<file path="src/hw/rtl/lidar_point_packet_parser_macros.svh">
// Assertion macros for the lidar point packet parser.
// Used by the top level; no other dependencies.
`ifndef LIDAR_POINT_PACKET_PARSER_MACROS_SVH
`define LIDAR_POINT_PACKET_PARSER_MACROS_SVH

`ifndef SYNTH
// same-cycle implication
`define LPP_ASSERT_IMPL(label, clk, rst_n, ante, cons) \
	label: assert property (@(posedge clk) disable iff (!rst_n) (ante) |-> (cons)) \
		else $error("assertion failed: same-cycle implication");
// next-cycle implication
`define LPP_ASSERT_NEXT(label, clk, rst_n, ante, cons) \
	label: assert property (@(posedge clk) disable iff (!rst_n) (ante) |=> (cons)) \
		else $error("assertion failed: next-cycle implication");
`else
`define LPP_ASSERT_IMPL(label, clk, rst_n, ante, cons)
`define LPP_ASSERT_NEXT(label, clk, rst_n, ante, cons)
`endif

`endif

</file>
<file path="src/hw/rtl/lpp_pkg.sv">
// Package for the lidar point packet parser: constants, CRC function,
// controller state type and command/status structs. No dependencies.
package lpp_pkg;

	localparam int POINTS_PER_FRAME_DEF = 12;
	localparam int PTS_START = 6;

	localparam logic [7:0] CRC_POLY   = 8'h4D;
	localparam logic [7:0] HEADER_RST = 8'd84;
	localparam logic [7:0] LENGTH_RST = 8'd44;

	localparam logic REG_HEADER = 1'b0;
	localparam logic REG_LENGTH = 1'b1;

	typedef enum logic [1:0] {
		ST_RX,
		ST_RD,
		ST_LD
	} state_t;

	typedef struct packed {
		logic byte_en;
		logic rd_en;
		logic ld_pt;
		logic ld_err;
		logic emit_clr;
		logic emit_inc;
	} ctl_cmd_t;

	typedef struct packed {
		logic at_crc;
		logic crc_match;
		logic emit_last;
	} dp_stat_t;

	// MSB-first CRC-8, one byte
	function automatic logic [7:0] crc8_next(input logic [7:0] crc, input logic [7:0] b);
		logic [7:0] c;
		c = crc ^ b;
		for (int i = 0; i < 8; i++) begin
			if (c[7]) begin
				c = {c[6:0], 1'b0} ^ CRC_POLY;
			end else begin
				c = {c[6:0], 1'b0};
			end
		end
		return c;
	endfunction

endpackage

</file>
<file path="src/hw/rtl/lpp_ctrl.sv">
// Controller FSM of the lidar point packet parser.
// Uses lpp_pkg; drives datapath commands and the handshake flags.
module lpp_ctrl (
	input  logic              clk,
	input  logic              arst_n,
	input  logic              in_valid,
	output logic              in_stall,
	output logic              out_valid,
	input  logic              out_stall,
	input  lpp_pkg::dp_stat_t stat,
	output lpp_pkg::ctl_cmd_t cmd
);

	lpp_pkg::state_t state_q, state_d;
	logic out_valid_q;
	logic acc;
	logic out_free;

	assign out_valid = out_valid_q;
	assign out_free  = !out_valid_q || !out_stall;
	assign in_stall  = (state_q != lpp_pkg::ST_RX) || (out_valid_q && stat.at_crc);
	assign acc       = in_valid && !in_stall;

	always_ff @(posedge clk or negedge arst_n) begin
		if (!arst_n) begin
			state_q     <= lpp_pkg::ST_RX;
			out_valid_q <= 1'b0;
		end else begin
			state_q <= state_d;
			if (cmd.ld_pt || cmd.ld_err) begin
				out_valid_q <= 1'b1;
			end else if (!out_stall) begin
				out_valid_q <= 1'b0;
			end
		end
	end

	always_comb begin
		state_d = state_q;
		cmd     = '0;
		unique case (state_q)
			lpp_pkg::ST_RX: begin
				cmd.byte_en = acc;
				if (acc && stat.at_crc) begin
					if (stat.crc_match) begin
						cmd.emit_clr = 1'b1;
						state_d      = lpp_pkg::ST_RD;
					end else begin
						cmd.ld_err = 1'b1;
					end
				end
			end
			lpp_pkg::ST_RD: begin
				cmd.rd_en = 1'b1;
				state_d   = lpp_pkg::ST_LD;
			end
			lpp_pkg::ST_LD: begin
				if (out_free) begin
					cmd.ld_pt = 1'b1;
					if (stat.emit_last) begin
						state_d = lpp_pkg::ST_RX;
					end else begin
						cmd.emit_inc = 1'b1;
						state_d      = lpp_pkg::ST_RD;
					end
				end
			end
			default: state_d = lpp_pkg::ST_RX;
		endcase
	end

endmodule

</file>
<file path="src/hw/rtl/lpp_datapath.sv">
// Datapath of the lidar point packet parser: frame position, CRC, point
// memory, frame words and output registers. Uses lpp_pkg.
module lpp_datapath #(
	parameter int POINTS_PER_FRAME = lpp_pkg::POINTS_PER_FRAME_DEF
) (
	input  logic              clk,
	input  logic              arst_n,
	input  logic              cfg_wr_en,
	input  logic              cfg_index,
	input  logic [7:0]        cfg_data,
	input  logic [7:0]        rx_byte,
	input  lpp_pkg::ctl_cmd_t cmd,
	output lpp_pkg::dp_stat_t stat,
	output logic              crc_ok,
	output logic [3:0]        point_index,
	output logic [15:0]       distance,
	output logic [7:0]        confidence,
	output logic [15:0]       rotation_speed,
	output logic [15:0]       first_angle,
	output logic [15:0]       final_angle,
	output logic [15:0]       frame_time,
	output logic              last
);

	localparam int PTS_END = lpp_pkg::PTS_START + 3 * POINTS_PER_FRAME;
	localparam int CRC_POS = PTS_END + 4;
	localparam int POS_W   = $clog2(CRC_POS + 1);
	localparam int PIDX_W  = (POINTS_PER_FRAME > 1) ? $clog2(POINTS_PER_FRAME) : 1;

	localparam logic [POS_W-1:0] P_SPD_LO = POS_W'(2);
	localparam logic [POS_W-1:0] P_SPD_HI = POS_W'(3);
	localparam logic [POS_W-1:0] P_ANG_LO = POS_W'(4);
	localparam logic [POS_W-1:0] P_ANG_HI = POS_W'(5);
	localparam logic [POS_W-1:0] P_PTS    = POS_W'(lpp_pkg::PTS_START);
	localparam logic [POS_W-1:0] P_END_LO = POS_W'(PTS_END);
	localparam logic [POS_W-1:0] P_END_HI = POS_W'(PTS_END + 1);
	localparam logic [POS_W-1:0] P_TS_LO  = POS_W'(PTS_END + 2);
	localparam logic [POS_W-1:0] P_TS_HI  = POS_W'(PTS_END + 3);
	localparam logic [POS_W-1:0] P_CRC    = POS_W'(CRC_POS);
	localparam logic [PIDX_W-1:0] IDX_LAST = PIDX_W'(POINTS_PER_FRAME - 1);

	logic [7:0]        hdr_q, len_q;
	logic [POS_W-1:0]  pos_q;
	logic [7:0]        crc_q;
	logic [1:0]        phase_q;
	logic [PIDX_W-1:0] pt_idx_q;
	logic [PIDX_W-1:0] emit_idx_q;
	logic [7:0]        pt_lo_q, pt_hi_q;
	logic [15:0]       speed_q, start_q, end_q, time_q;
	logic [23:0]       rd_data_q;
	logic [23:0]       pt_mem [POINTS_PER_FRAME];
	logic              in_pts, bad_sync, pt_wr;
	logic [PIDX_W+3:0] idx_ext;

	assign in_pts   = (pos_q >= P_PTS) && (pos_q < P_END_LO);
	assign bad_sync = ((pos_q == '0) && (rx_byte != hdr_q))
	               || ((pos_q == POS_W'(1)) && (rx_byte != len_q));
	assign pt_wr    = cmd.byte_en && in_pts && (phase_q == 2'd2);

	assign stat.at_crc    = (pos_q == P_CRC);
	assign stat.crc_match = (rx_byte == crc_q);
	assign stat.emit_last = (emit_idx_q == IDX_LAST);

	assign idx_ext = {4'b0, emit_idx_q};

	// configuration
	always_ff @(posedge clk or negedge arst_n) begin
		if (!arst_n) begin
			hdr_q <= lpp_pkg::HEADER_RST;
			len_q <= lpp_pkg::LENGTH_RST;
		end else if (cfg_wr_en) begin
			unique case (cfg_index)
				lpp_pkg::REG_HEADER: hdr_q <= cfg_data;
				lpp_pkg::REG_LENGTH: len_q <= cfg_data;
				default: ;
			endcase
		end
	end

	// frame position, CRC, point byte phase, point index and emit index
	always_ff @(posedge clk or negedge arst_n) begin
		if (!arst_n) begin
			pos_q      <= '0;
			crc_q      <= '0;
			phase_q    <= '0;
			pt_idx_q   <= '0;
			emit_idx_q <= '0;
		end else begin
			if (cmd.byte_en) begin
				if (stat.at_crc || bad_sync) begin
					pos_q    <= '0;
					crc_q    <= '0;
					phase_q  <= '0;
					pt_idx_q <= '0;
				end else begin
					pos_q <= pos_q + POS_W'(1);
					crc_q <= lpp_pkg::crc8_next(crc_q, rx_byte);
					if (in_pts) begin
						if (phase_q == 2'd2) begin
							phase_q  <= '0;
							pt_idx_q <= pt_idx_q + PIDX_W'(1);
						end else begin
							phase_q <= phase_q + 2'd1;
						end
					end
				end
			end
			if (cmd.emit_clr) begin
				emit_idx_q <= '0;
			end else if (cmd.emit_inc) begin
				emit_idx_q <= emit_idx_q + PIDX_W'(1);
			end
		end
	end

	// frame words
	always_ff @(posedge clk) begin
		if (cmd.byte_en && !stat.at_crc) begin
			priority if (pos_q == P_SPD_LO) begin
				speed_q <= {8'd0, rx_byte};
			end else if (pos_q == P_SPD_HI) begin
				speed_q[15:8] <= rx_byte;
			end else if (pos_q == P_ANG_LO) begin
				start_q <= {8'd0, rx_byte};
			end else if (pos_q == P_ANG_HI) begin
				start_q[15:8] <= rx_byte;
			end else if (in_pts) begin
				if (phase_q == 2'd0) begin
					pt_lo_q <= rx_byte;
				end else if (phase_q == 2'd1) begin
					pt_hi_q <= rx_byte;
				end
			end else if (pos_q == P_END_LO) begin
				end_q <= {8'd0, rx_byte};
			end else if (pos_q == P_END_HI) begin
				end_q[15:8] <= rx_byte;
			end else if (pos_q == P_TS_LO) begin
				time_q <= {8'd0, rx_byte};
			end else if (pos_q == P_TS_HI) begin
				time_q[15:8] <= rx_byte;
			end
		end
	end

	// point memory: confidence high, distance low
	always_ff @(posedge clk) begin
		if (pt_wr) begin
			pt_mem[pt_idx_q] <= {rx_byte, pt_hi_q, pt_lo_q};
		end
		if (cmd.rd_en) begin
			rd_data_q <= pt_mem[emit_idx_q];
		end
	end

	// output registers
	always_ff @(posedge clk) begin
		if (cmd.ld_pt) begin
			crc_ok         <= 1'b1;
			point_index    <= idx_ext[3:0];
			distance       <= rd_data_q[15:0];
			confidence     <= rd_data_q[23:16];
			rotation_speed <= speed_q;
			first_angle    <= start_q;
			final_angle    <= end_q;
			frame_time     <= time_q;
			last           <= stat.emit_last;
		end else if (cmd.ld_err) begin
			crc_ok         <= 1'b0;
			point_index    <= '0;
			distance       <= '0;
			confidence     <= '0;
			rotation_speed <= '0;
			first_angle    <= '0;
			final_angle    <= '0;
			frame_time     <= '0;
			last           <= 1'b1;
		end
	end

endmodule

</file>
<file path="src/hw/rtl/lidar_point_packet_parser.sv">
// Lidar point packet parser, top level: controller plus datapath.
// Uses lpp_pkg, lpp_ctrl, lpp_datapath and the assertion macro header.
//
// Input channel: one received byte per transaction (in_valid/in_stall, rx_byte).
// Output channel: one point result per transaction (out_valid/out_stall).
// Config port: cfg_wr_en, cfg_index (0 header byte, 1 length byte), cfg_data.
// Ordinary frame bytes (taken one per cycle, not while emitting) give no result.
// A header or length mismatch drops back to the frame start.
// On the checksum byte of a good frame the block stalls its input and emits
// POINTS_PER_FRAME results, each from a point memory read (ST_RD) followed
// by an output load (ST_LD).
// A bad checksum gives one error result in the next cycle, without input stall.
// A checksum byte is held off while an earlier result is still waiting.
// When the receiver stalls, the current result holds and emission pauses.
// Reset: position and CRC clear, registers return to 84 and 44, no
// result pending; the point memory needs no clearing.
`include "lidar_point_packet_parser_macros.svh"

module lidar_point_packet_parser #(
	parameter int POINTS_PER_FRAME = lpp_pkg::POINTS_PER_FRAME_DEF
) (
	input  logic        clk,
	input  logic        arst_n,
	input  logic        cfg_wr_en,
	input  logic        cfg_index,
	input  logic [7:0]  cfg_data,
	input  logic        in_valid,
	output logic        in_stall,
	input  logic [7:0]  rx_byte,
	output logic        out_valid,
	input  logic        out_stall,
	output logic        crc_ok,
	output logic [3:0]  point_index,
	output logic [15:0] distance,
	output logic [7:0]  confidence,
	output logic [15:0] rotation_speed,
	output logic [15:0] first_angle,
	output logic [15:0] final_angle,
	output logic [15:0] frame_time,
	output logic        last
);

	localparam int PIDX_W = (POINTS_PER_FRAME > 1) ? $clog2(POINTS_PER_FRAME) : 1;

	lpp_pkg::ctl_cmd_t cmd;
	lpp_pkg::dp_stat_t stat;
	logic [PIDX_W+3:0] last_idx_ext;

	assign last_idx_ext = {4'b0, PIDX_W'(POINTS_PER_FRAME - 1)};

	lpp_ctrl u_ctrl (
		.clk       (clk),
		.arst_n    (arst_n),
		.in_valid  (in_valid),
		.in_stall  (in_stall),
		.out_valid (out_valid),
		.out_stall (out_stall),
		.stat      (stat),
		.cmd       (cmd)
	);

	lpp_datapath #(
		.POINTS_PER_FRAME (POINTS_PER_FRAME)
	) u_dp (
		.clk            (clk),
		.arst_n         (arst_n),
		.cfg_wr_en      (cfg_wr_en),
		.cfg_index      (cfg_index),
		.cfg_data       (cfg_data),
		.rx_byte        (rx_byte),
		.cmd            (cmd),
		.stat           (stat),
		.crc_ok         (crc_ok),
		.point_index    (point_index),
		.distance       (distance),
		.confidence     (confidence),
		.rotation_speed (rotation_speed),
		.first_angle    (first_angle),
		.final_angle    (final_angle),
		.frame_time     (frame_time),
		.last           (last)
	);

	`LPP_ASSERT_IMPL(a_err_is_last, clk, arst_n, out_valid && !crc_ok, last)
	`LPP_ASSERT_IMPL(a_last_idx, clk, arst_n, out_valid && crc_ok && last, point_index == last_idx_ext[3:0])
	`LPP_ASSERT_IMPL(a_no_overwrite, clk, arst_n, cmd.ld_pt || cmd.ld_err, !out_valid || !out_stall)
	`LPP_ASSERT_NEXT(a_busy_after_rd, clk, arst_n, cmd.rd_en, in_stall)

endmodule

</file>
<file path="config.mk">
export PLATFORM = sky130hd
export DESIGN_NAME = lidar_point_packet_parser
export DESIGN_NICKNAME = d
export VERILOG_FILES = /design/src/hw/rtl/lpp_pkg.sv /design/src/hw/rtl/lpp_ctrl.sv /design/src/hw/rtl/lpp_datapath.sv /design/src/hw/rtl/lidar_point_packet_parser.sv
export VERILOG_INCLUDE_DIRS = /design/src /design/src/hw/rtl
export SDC_FILE = /design/constraint.sdc
export NUM_CORES = 1
export LEC_CHECK = 0
export BUFFER_PORTS_ARGS = -buffer_cell sky130_fd_sc_hd__clkbuf_2
export CAP_MARGIN = 20
export CORE_ASPECT_RATIO = 0.6
export CORE_UTILIZATION = 52
export DETAILED_ROUTE_END_ITERATION = 6
export PLACE_DENSITY_LB_ADDON = 0.1
export SETUP_SLACK_MARGIN = 0.1
export SYNTH_ARGS = -nofsm -noshare
export SYNTH_HDL_FRONTEND = slang
export SYNTH_SLANG_ARGS = --single-unit
</file>
<file path="constraint.sdc">
create_clock -name clk -period 5 [get_ports clk]
set_input_delay 0.25 -clock clk [delete_from_list [all_inputs] [get_ports clk]]
set_output_delay 0.25 -clock clk [all_outputs]
set_load 0.01 [all_outputs]
</file>
==> qor.yml, run 1 <==
run_status:
  outcome: "complete, no violations"
worst_setup_path:
  timing.critical_path.cells: "and4b_1 -> a311oi_2 -> nand3_2 -> nor3_1 -> and2_1 -> buf_4"
  criticalPathCategory: "register to register"
  timing.reg2reg.setup_slack_ns: 1.74
  rr_worst_depth: 6
  rr_endpoint: "u_dp.pt_mem[1][15]"
  setup.worst_path.start_class: "register"
  startpoint_of_the_lowest_slack_register_to_register_path: "u_dp.pos_q[2]"
  critical_path.endpoint_type: "register"
  cp-startpoint: "u_dp.pos_q[2]"
  cp_data_arrival_time_ns: 3.52
  critical_path_max_stage_delay_ns: 0.77
  worst_ep_required_time_ns: 5.26
  critPathMaxFanout: 15
  timing.critical_path.to: "u_dp.pt_mem[1][15]"
  crit_slowest_cell: "sky130_fd_sc_hd__and2_1"
power_and_ir_drop:
  cellPowerDensity_nw_per_um2: 539
  p_seq_share_pct: 48.4
  power.share.switching_pct: 29.2
  worst_ir_drop_vdd_mv: 0.317
  cell_internal_pwr_mw: 8.90
  netSwitchingPower_mw: 3.67
  clockPowerShare_pct: 29.1
  power.static_leakage_nw: 7.95
  pwr-share-comb_pct: 22.5
clocking:
  cts_post_setup_buffers_inserted: 0
  cts_tree: "built"
  post_cts_hold_buffer_count: 10
  cts_max_path_buffers: 3
  worst_setup_hold_path_clk_slew_ns: 0.07
  ctsHtreeMaxLevel: 2
  clock_latency_on_the_worst_skew_pair_ns: 0.58
  numCtsBuffers: 47
  post_cts_sizing_count: 0
  cts.sink_count: 529
  clockRootBuffer: "sky130_fd_sc_hd__clkbuf_16"
flow_run:
  max_cap_violations: 0
drt:
  dr.pass1.iters: 5
  via_per_inst: 5.62
  finalWirelength_um: 43000
  drcViolationCount: 0
  detailroute.wirelength.met3_um: 3370
  met2_length_um: 18000
  drt_iter0_markers: 938
  drt.antenna.violating_nets: 0
  topRoutingLayerUsed: "met4"
  post_drt_wl_per_cell_um: 24.1
  drt-met1-wl_um: 21000
  num_vias: 10000
synth:
  synth_nets: 1106
  syn-mean-instance-area_um2: 19.0
  synth_enable_flop_cells: 485
  post_synth_fa_ha_maj_area_fraction_pct: 0.552
  synth_xor_area_share_pct: 2.02
  synth.yosys.seq_area_share_pct: 76.8
  main_combinational_cell_family_by_area_after_synthesis: "multiplexers"
  distinct_cells_synth: 58
  synthArstFlopShare_pct: 8.13
  synth.area.mux_share_pct: 10.1
  post_synth_instance_area_um2: 20400
  synthesis.instances: 1075
  synth.area.top_cells: "sky130_fd_sc_hd__edfxtp_1, sky130_fd_sc_hd__mux4_2, sky130_fd_sc_hd__dfrtp_1"
  synth_top_area_share_pct: 71.4
  synthesis.yosys.warnings: 0
  yosys.area.top_type: "sky130_fd_sc_hd__edfxtp_1"
  yosys_most_used_dff: "sky130_fd_sc_hd__edfxtp_1"
  ys_ff_latch: 529
  synth_compound_gate_area_share_pct: 2.31
  synthSimpleGateAreaFrac_pct: 6.95
hold_path:
  min-delay-start: "rx_byte[3]"
  holdCritPathClass: "input port to register"
finish:
  area_growth_syn_to_layout_pct: 14.4
  final_cell_mix: "sky130_fd_sc_hd__edfxtp_1, sky130_fd_sc_hd__clkbuf_2, sky130_fd_sc_hd__and2_1"
  layout.cells.most_common: "sky130_fd_sc_hd__edfxtp_1"
  final_cell_count_no_fill: 1783
  final_core_util_pct: 61.1
  final_layout_size_suffix_gt1_share_pct: 26.4
  num-nets-final: 1262
floorplan:
  row_count: 55
  core_um2: 38200
  die_height_um: 155
  fp.dieArea_um2: 40100
  initial_utilization_pct: 53.4
  fp.dieW_um: 258
  ios: 118
timing:
  maxSlewHeadroom_pct: 27.4
  total_count_of_max_transition_violations_in_the_final_report: 0
  period_needed_ns: 3.26
  rsz0062_at_grt: "false"
  final_setup_viols: 0
  worstMarginPinSlew_ns: 1.08
  layout_setup_ws_ns: 1.74
  timing_hold_violations_final: 0
  fmax_mhz: 306
  fin_crit_sh_pct: 65.3
  fin_worst_skew_ns: 0.0237
  setup_total_negative_slack_ns: 0
placement:
  globalplace.congestion: 0.814
  port_buffers: 117
  detailedPlacementHpwl_um: 24700
  placement.setup.worst_slack_ns: 1.64
  numPlacedInstances: 1684
global_route:
  grt_pass1_vias: 9826
  grt_overflow: 0
  grt_pass1_wl_um: 63500
  maximum_number_of_pins_on_one_net_before_global_route_repair: 62
  gr-usage-all-layers_pct: 21.8
  number_of_antenna_violations_at_the_first_check_in_global_routing: 1
==> worst min-delay path by stage <==
stage	end	slack, ns	depth (start not counted)
global route	u_dp.end_q[3]	0.17	2
CTS	u_dp.start_q[4]	0.16	2
floorplan	u_ctrl.out_valid	-0.05	0
finish	u_dp.end_q[3]	0.18	2
global placement	u_dp.hdr_q[5]	0.37	2
detailed placement	u_dp.hdr_q[5]	0.37	2
==> flip-flops by register name, indices dropped and copies added, names as in the netlist, 2 cells and up <==
register	cells
u_dp.rotation_speed	16
u_dp.pt_mem	288
u_dp.end_q	16
u_dp.pt_idx_q	4
u_dp.rd_data_q	24
u_dp.pos_q	6
u_ctrl.state_q	2
u_dp.len_q	8
u_dp.first_angle	16
u_dp.confidence	8
u_dp.emit_idx_q	4
u_dp.crc_q	8
u_dp.time_q	16
u_dp.point_index	4
u_dp.speed_q	16
u_dp.phase_q	2
u_dp.pt_lo_q	8
u_dp.distance	16
u_dp.start_q	16
u_dp.final_angle	16
u_dp.hdr_q	8
u_dp.frame_time	16
u_dp.pt_hi_q	8
==> cell type report <==
class | count | area, um2
diodes | 1 | 2.50
clock buffers | 52 | 1190
clock inverters | 35 | 355
fillers | 2785 | 14800
inverters | 7 | 26.3
multi-input cells | 485 | 4500
flip-flops and latches | 529 | 15700
well taps | 513 | 642
repair buffers | 161 | 963
==> cell usage after synthesis (6+ instances only) <==
cell type / count
sky130_fd_sc_hd__mux2i_1: 25
sky130_fd_sc_hd__nand2_1: 52
sky130_fd_sc_hd__edfxtp_1: 485
sky130_fd_sc_hd__a21oi_1: 7
sky130_fd_sc_hd__nor2b_1: 19
sky130_fd_sc_hd__xnor2_1: 24
sky130_fd_sc_hd__o21ai_0: 29
sky130_fd_sc_hd__nor2_1: 12
sky130_fd_sc_hd__xor2_1: 23
sky130_fd_sc_hd__dfstp_2: 6
sky130_fd_sc_hd__ha_1: 9
sky130_fd_sc_hd__buf_2: 12
sky130_fd_sc_hd__nor3_1: 9
sky130_fd_sc_hd__mux2_2: 16
sky130_fd_sc_hd__mux4_2: 72
sky130_fd_sc_hd__clkbuf_1: 33
sky130_fd_sc_hd__o31ai_1: 6
sky130_fd_sc_hd__dfrtp_1: 37
sky130_fd_sc_hd__inv_1: 7
sky130_fd_sc_hd__and3_1: 9
sky130_fd_sc_hd__and2_1: 114
==> through the flow <==
stage | cell area (um2) | power [mW] | hold slack (ns)
after floorplan | 20400 | 8.11 | -0.0456
after global placement | 21700 | 8.98 | 0.366
after detailed placement | 21700 | 9.02 | 0.370
after CTS | 23300 | 12.7 | 0.161
after global routing | 23400 | 13.1 | 0.165
final | 23400 | 12.6 | 0.181
==> worst max-delay path: cells and delay by family, from the launching register on <==
family,cells,cell delay [ns]
AO/OA/AOI/OAI,1,0.38
buffers and inverters,1,0.37
flip-flops,1,0.53
AND/OR/NAND/NOR,4,1.64
==> metal layers <==
metal	vias to the layer above	global-route usage, %
met5	-	0
met3	45	4.86
met2	326	30.1
met1	5198	35.5
li1	4454	-
met4	0	4.17
==> power by group through the flow <==
stage	sequential (mW)	combinational [mW]	clock, mW
3_5_place_dp	6.23	2.79	0
3_3_place_gp	6.21	2.76	0
5_1_grt	6.16	3.09	3.89
4_1_cts	6.14	2.81	3.72
2_1_floorplan	5.93	2.18	0
6_report	6.09	2.83	3.66
==> cell families after synthesis <==
group,after synthesis
XOR/XNOR,47
AO/OA/AOI/OAI,68
adder cells (fa/ha/maj),9
multiplexers,113
AND/OR/NAND/NOR,248
flip-flops,529
buffers and inverters,61
(Power assumes the default switching activity.)
==> inputs of run 2 (changes only) <==
ABC_AREA = 1   (was not set)
clock period = 2.7 ns   (was 5 ns; I/O delays follow)
==> run 2 against run 1 <==
Against the previous run: critical path depth is 6 higher; maximum frequency is 34% higher; register-to-register slack worse by 1.5 ns; non-clock buffer count is 25 higher; worst setup slack worse by 1.5 ns; critical path type unchanged; largest cell class unchanged; highest routed layer unchanged.
==> qor.yml, run 2 <==
run_status:
  outcome: "complete, no violations"
clocking:
  ctsHtreeMaxLevel: 2  # unchanged
  numCtsBuffers: 48  # +2.1%
  clock_latency_on_the_worst_skew_pair_ns: 0.57  # about the same
  worst_setup_hold_path_clk_slew_ns: 0.06  # about the same
  cts_max_path_buffers: 3  # unchanged
  cts.sink_count: 529  # unchanged
  cts_post_setup_buffers_inserted: 0  # unchanged
  clockRootBuffer: "sky130_fd_sc_hd__clkbuf_16"
  cts_tree: "built"
finish:
  largest_register_ffs: 288  # unchanged
  registers.top_by_ff_count: "u_dp.pt_mem"
  layout.cells.most_common: "sky130_fd_sc_hd__edfxtp_1"
  final_layout_size_suffix_gt1_share_pct: 15.7  # -11 points
  area_growth_syn_to_layout_pct: 15.8
  final_cell_mix: "sky130_fd_sc_hd__edfxtp_1, sky130_fd_sc_hd__nor2_1, sky130_fd_sc_hd__nand2_1"
  num-nets-final: 1918  # +52%
  biggestRegsByFlops: "u_dp.pt_mem (288), u_dp.rd_data_q (24)"
  final_area_um2: 24400  # +4.6%
worst_setup_path:
  criticalPathCategory: "register to register"
  rr_endpoint: "u_dp.pt_mem[8][22]"
  cp.buffers_inverters: 4  # +3
  timing.critical_path.cells: "inv_1 -> ha_1 -> inv_1 -> nor2_8 -> nand2_4 -> nand3_4 -> nor2_4 -> nand2_2 -> inv_2 -> nand2_2 -> nor2_4 -> buf_12"
  critPathMaxFanout: 18  # +3
  setup.worst_path.start_class: "register"
  critical_path_max_stage_delay_ns: 0.42  # -0.35 ns
  cp_data_arrival_time_ns: 2.71  # -0.81 ns
  timing.critical_path.max_delay_family: "simple AND/OR/NAND/NOR gates"
  crit_slowest_cell: "sky130_fd_sc_hd__dfrtp_1"
  rr_worst_depth: 12  # +6
  critical_path.endpoint_type: "register"
  critical_path_depth: 12  # +6
  startpoint_of_the_lowest_slack_register_to_register_path: "u_dp.pos_q[0]"
  timing.reg2reg.setup_slack_ns: 0.26  # -1.47 ns
  worst_ep_required_time_ns: 2.97  # -2.29 ns
timing:
  worstMarginPinSlew_ns: 0.700  # -0.385 ns
  final_setup_viols: 0  # unchanged
  maxSlewHeadroom_pct: 53.3  # +26 points
  total_count_of_max_transition_violations_in_the_final_report: 0  # unchanged
  rsz0062_at_grt: "false"
  fin_crit_sh_pct: 90.3  # +25 points
  fin_worst_skew_ns: 0.0130  # -0.0107 ns
  period_needed_ns: 2.44  # -0.826 ns
  whs_ns: 0.0769  # -0.104 ns
  fmax_mhz: 410  # +34%
  timing_hold_violations_final: 0  # unchanged
drt:
  via_per_inst: 5.37  # -4.4%
  dr.pass1.iters: 5  # unchanged
  drcViolationCount: 0  # unchanged
  finalWirelength_um: 48400  # +13%
  drt_iter0_markers: 1555  # +66%
  num_vias: 13200  # +31%
  drt.antenna.violating_nets: 0  # unchanged
  post_drt_wl_per_cell_um: 19.8  # -18%
synth:
  synth.area.top_cells: "sky130_fd_sc_hd__edfxtp_1, sky130_fd_sc_hd__nor2_1, sky130_fd_sc_hd__nand2_1"
  synth_most_common_cell: "sky130_fd_sc_hd__edfxtp_1"
  distinct_cells_synth: 41  # -29%
  synth_top_cells_by_count: "sky130_fd_sc_hd__edfxtp_1, sky130_fd_sc_hd__nor2_1, sky130_fd_sc_hd__nand2_1"
  synth_enable_flop_cells: 485  # unchanged
  yosys.area.top_type: "sky130_fd_sc_hd__edfxtp_1"
  post_synth_instance_area_um2: 21100  # +3.3%
  synth.area.mux_share_pct: 0  # -10 points
  ys_ff_latch: 529  # unchanged
  synth_xor_area_share_pct: 0.825  # -1.2 points
  synthesis.yosys.warnings: 0  # unchanged
  syn-mean-instance-area_um2: 12.2  # -36%
  post_synth_fa_ha_maj_area_fraction_pct: 0.534  # -0.018 points
  synth.yosys.seq_area_share_pct: 74.3  # -2.5 points
  synthesis.instances: 1730  # +61%
  yosys_most_used_dff: "sky130_fd_sc_hd__edfxtp_1"
  synthArstFlopShare_pct: 8.13  # unchanged
  synth_top_area_share_pct: 69.1  # -2.3 points
  synthSimpleGateAreaFrac_pct: 12.8  # +5.8 points
  main_combinational_cell_family_by_area_after_synthesis: "simple AND/OR/NAND/NOR gates"
  synth_compound_gate_area_share_pct: 6.72  # +4.4 points
  synth_nets: 1761  # +59%
global_route:
  grt_pass1_wl_um: 73800  # +16%
  maximum_number_of_pins_on_one_net_before_global_route_repair: 148  # +140%
  gr-usage-all-layers_pct: 23.9  # +2.1 points
  grt_pass1_vias: 12500  # +27%
  grt_overflow: 0  # unchanged
  number_of_antenna_violations_at_the_first_check_in_global_routing: 1  # unchanged
floorplan:
  row_count: 56  # +1.8%
  ios: 118  # unchanged
  fp.dieArea_um2: 41400  # +3.3%
  initial_utilization_pct: 53.4  # -0.082 points
  fp.dieW_um: 262  # +1.6%
  core_um2: 39500  # +3.5%
  die_height_um: 158  # +1.6%
power_and_ir_drop:
  power.static_leakage_nw: 9.75  # +23%
  cellPowerDensity_nw_per_um2: 725  # +35%
  worst_ir_drop_vdd_mv: 0.478  # +51%
hold_path:
  hold-path-endpoint: "u_dp.start_q[10]"
  holdCritPathClass: "input port to register"
  min-delay-start: "rx_byte[2]"
  whs_path_depth: 3  # +1
placement:
  port_buffers: 117  # unchanged
  detailedPlacementHpwl_um: 30800  # +25%
  globalplace.congestion: 0.912  # +12%
  dpl-instance-area_um2: 22700  # +4.8%
flow_run:
  max_cap_violations: 0  # unchanged
## run 2: changes by cell type in the layout (fill, tap and decap cells not counted), moves of 25 or more
cell                      previous run  this run
sky130_fd_sc_hd__mux2i_1            25         0
sky130_fd_sc_hd__and2_1            114         0
sky130_fd_sc_hd__o21ai_0            29       164
sky130_fd_sc_hd__mux4_2             72         0
sky130_fd_sc_hd__inv_1               7       160
sky130_fd_sc_hd__nand3_1             3        39
sky130_fd_sc_hd__nand2_1            51       255
sky130_fd_sc_hd__nor2_1             12       326
sky130_fd_sc_hd__o22ai_1             1        41
## run 2: cell type report
| class | count | area [um2] |
|---|---|---|
| repair buffers | 186 | 1370 |
| flip-flops and latches | 529 | 15700 |
| clock inverters | 30 | 312 |
| diodes | 1 | 2.50 |
| multi-input cells | 947 | 4470 |
| well taps | 522 | 653 |
| fillers | 3160 | 15100 |
| clock buffers | 60 | 1290 |
| inverters | 175 | 659 |
## run 2: stage by stage
step	TNS, ns	total power, mW	cells	setup slack (ns)	utilization, %
after detailed placement	0	10.9	2349	0.230	57.5
after CTS	0	17.8	2449	0.217	61.8
after global routing	0	18.4	2450	0.0983	61.8
after global placement	0	10.9	2349	0.245	57.5
after floorplan	-36.02	10.4	1730	-0.238	-
final	0	17.7	2450	0.262	61.8
## run 2: per-layer routing
layer	routed length [um]	vias to the layer above	track usage [%]
met5	0	-	0
met4	777	0	5.45
met3	3710	54	4.51
met2	20900	452	34.7
met1	23000	6415	37.2
li1	-	6244	-
## run 2: worst min-delay path, delay by kind of cell
family | cells | cell delay [ns]
buffers and inverters | 2 | 0.29
and+or+nand+nor | 1 | 0.10
## run 2: cell families after synthesis
logic type,Yosys count
buffers and inverters,254
AND/OR/NAND/NOR,667
adder cells (fa/ha/maj),9
XOR/XNOR,19
flip-flops,529
AO/OA/AOI/OAI,252
## run 2: where the power goes
part | switching [mW] | total, mW | internal (mW)
clock | 2.96 | 6.93 | 3.97
combinational | 1.06 | 1.55 | 0.493
sequential | 0.140 | 9.23 | 9.09
## run 2: worst max path at each step
stage                       start                  to  slack, ns
floorplan           u_dp.pos_q[0]   u_dp.pt_mem[0][0]      -0.24
global placement    u_dp.pos_q[0]  u_dp.pt_mem[8][12]       0.25
detailed placement  u_dp.pos_q[0]  u_dp.pt_mem[8][21]       0.23
CTS                 u_dp.pos_q[0]  u_dp.pt_mem[8][22]       0.22
global route        u_dp.pos_q[0]  u_dp.pt_mem[4][14]        0.1
finish              u_dp.pos_q[0]  u_dp.pt_mem[8][22]       0.26
## run 2: repair_timing
action,4_1_cts,5_1_grt
hold buffers,10,0
hold endpoints to repair,39,0
endpoints found under the setup margin,0,24
resized for setup,0,1
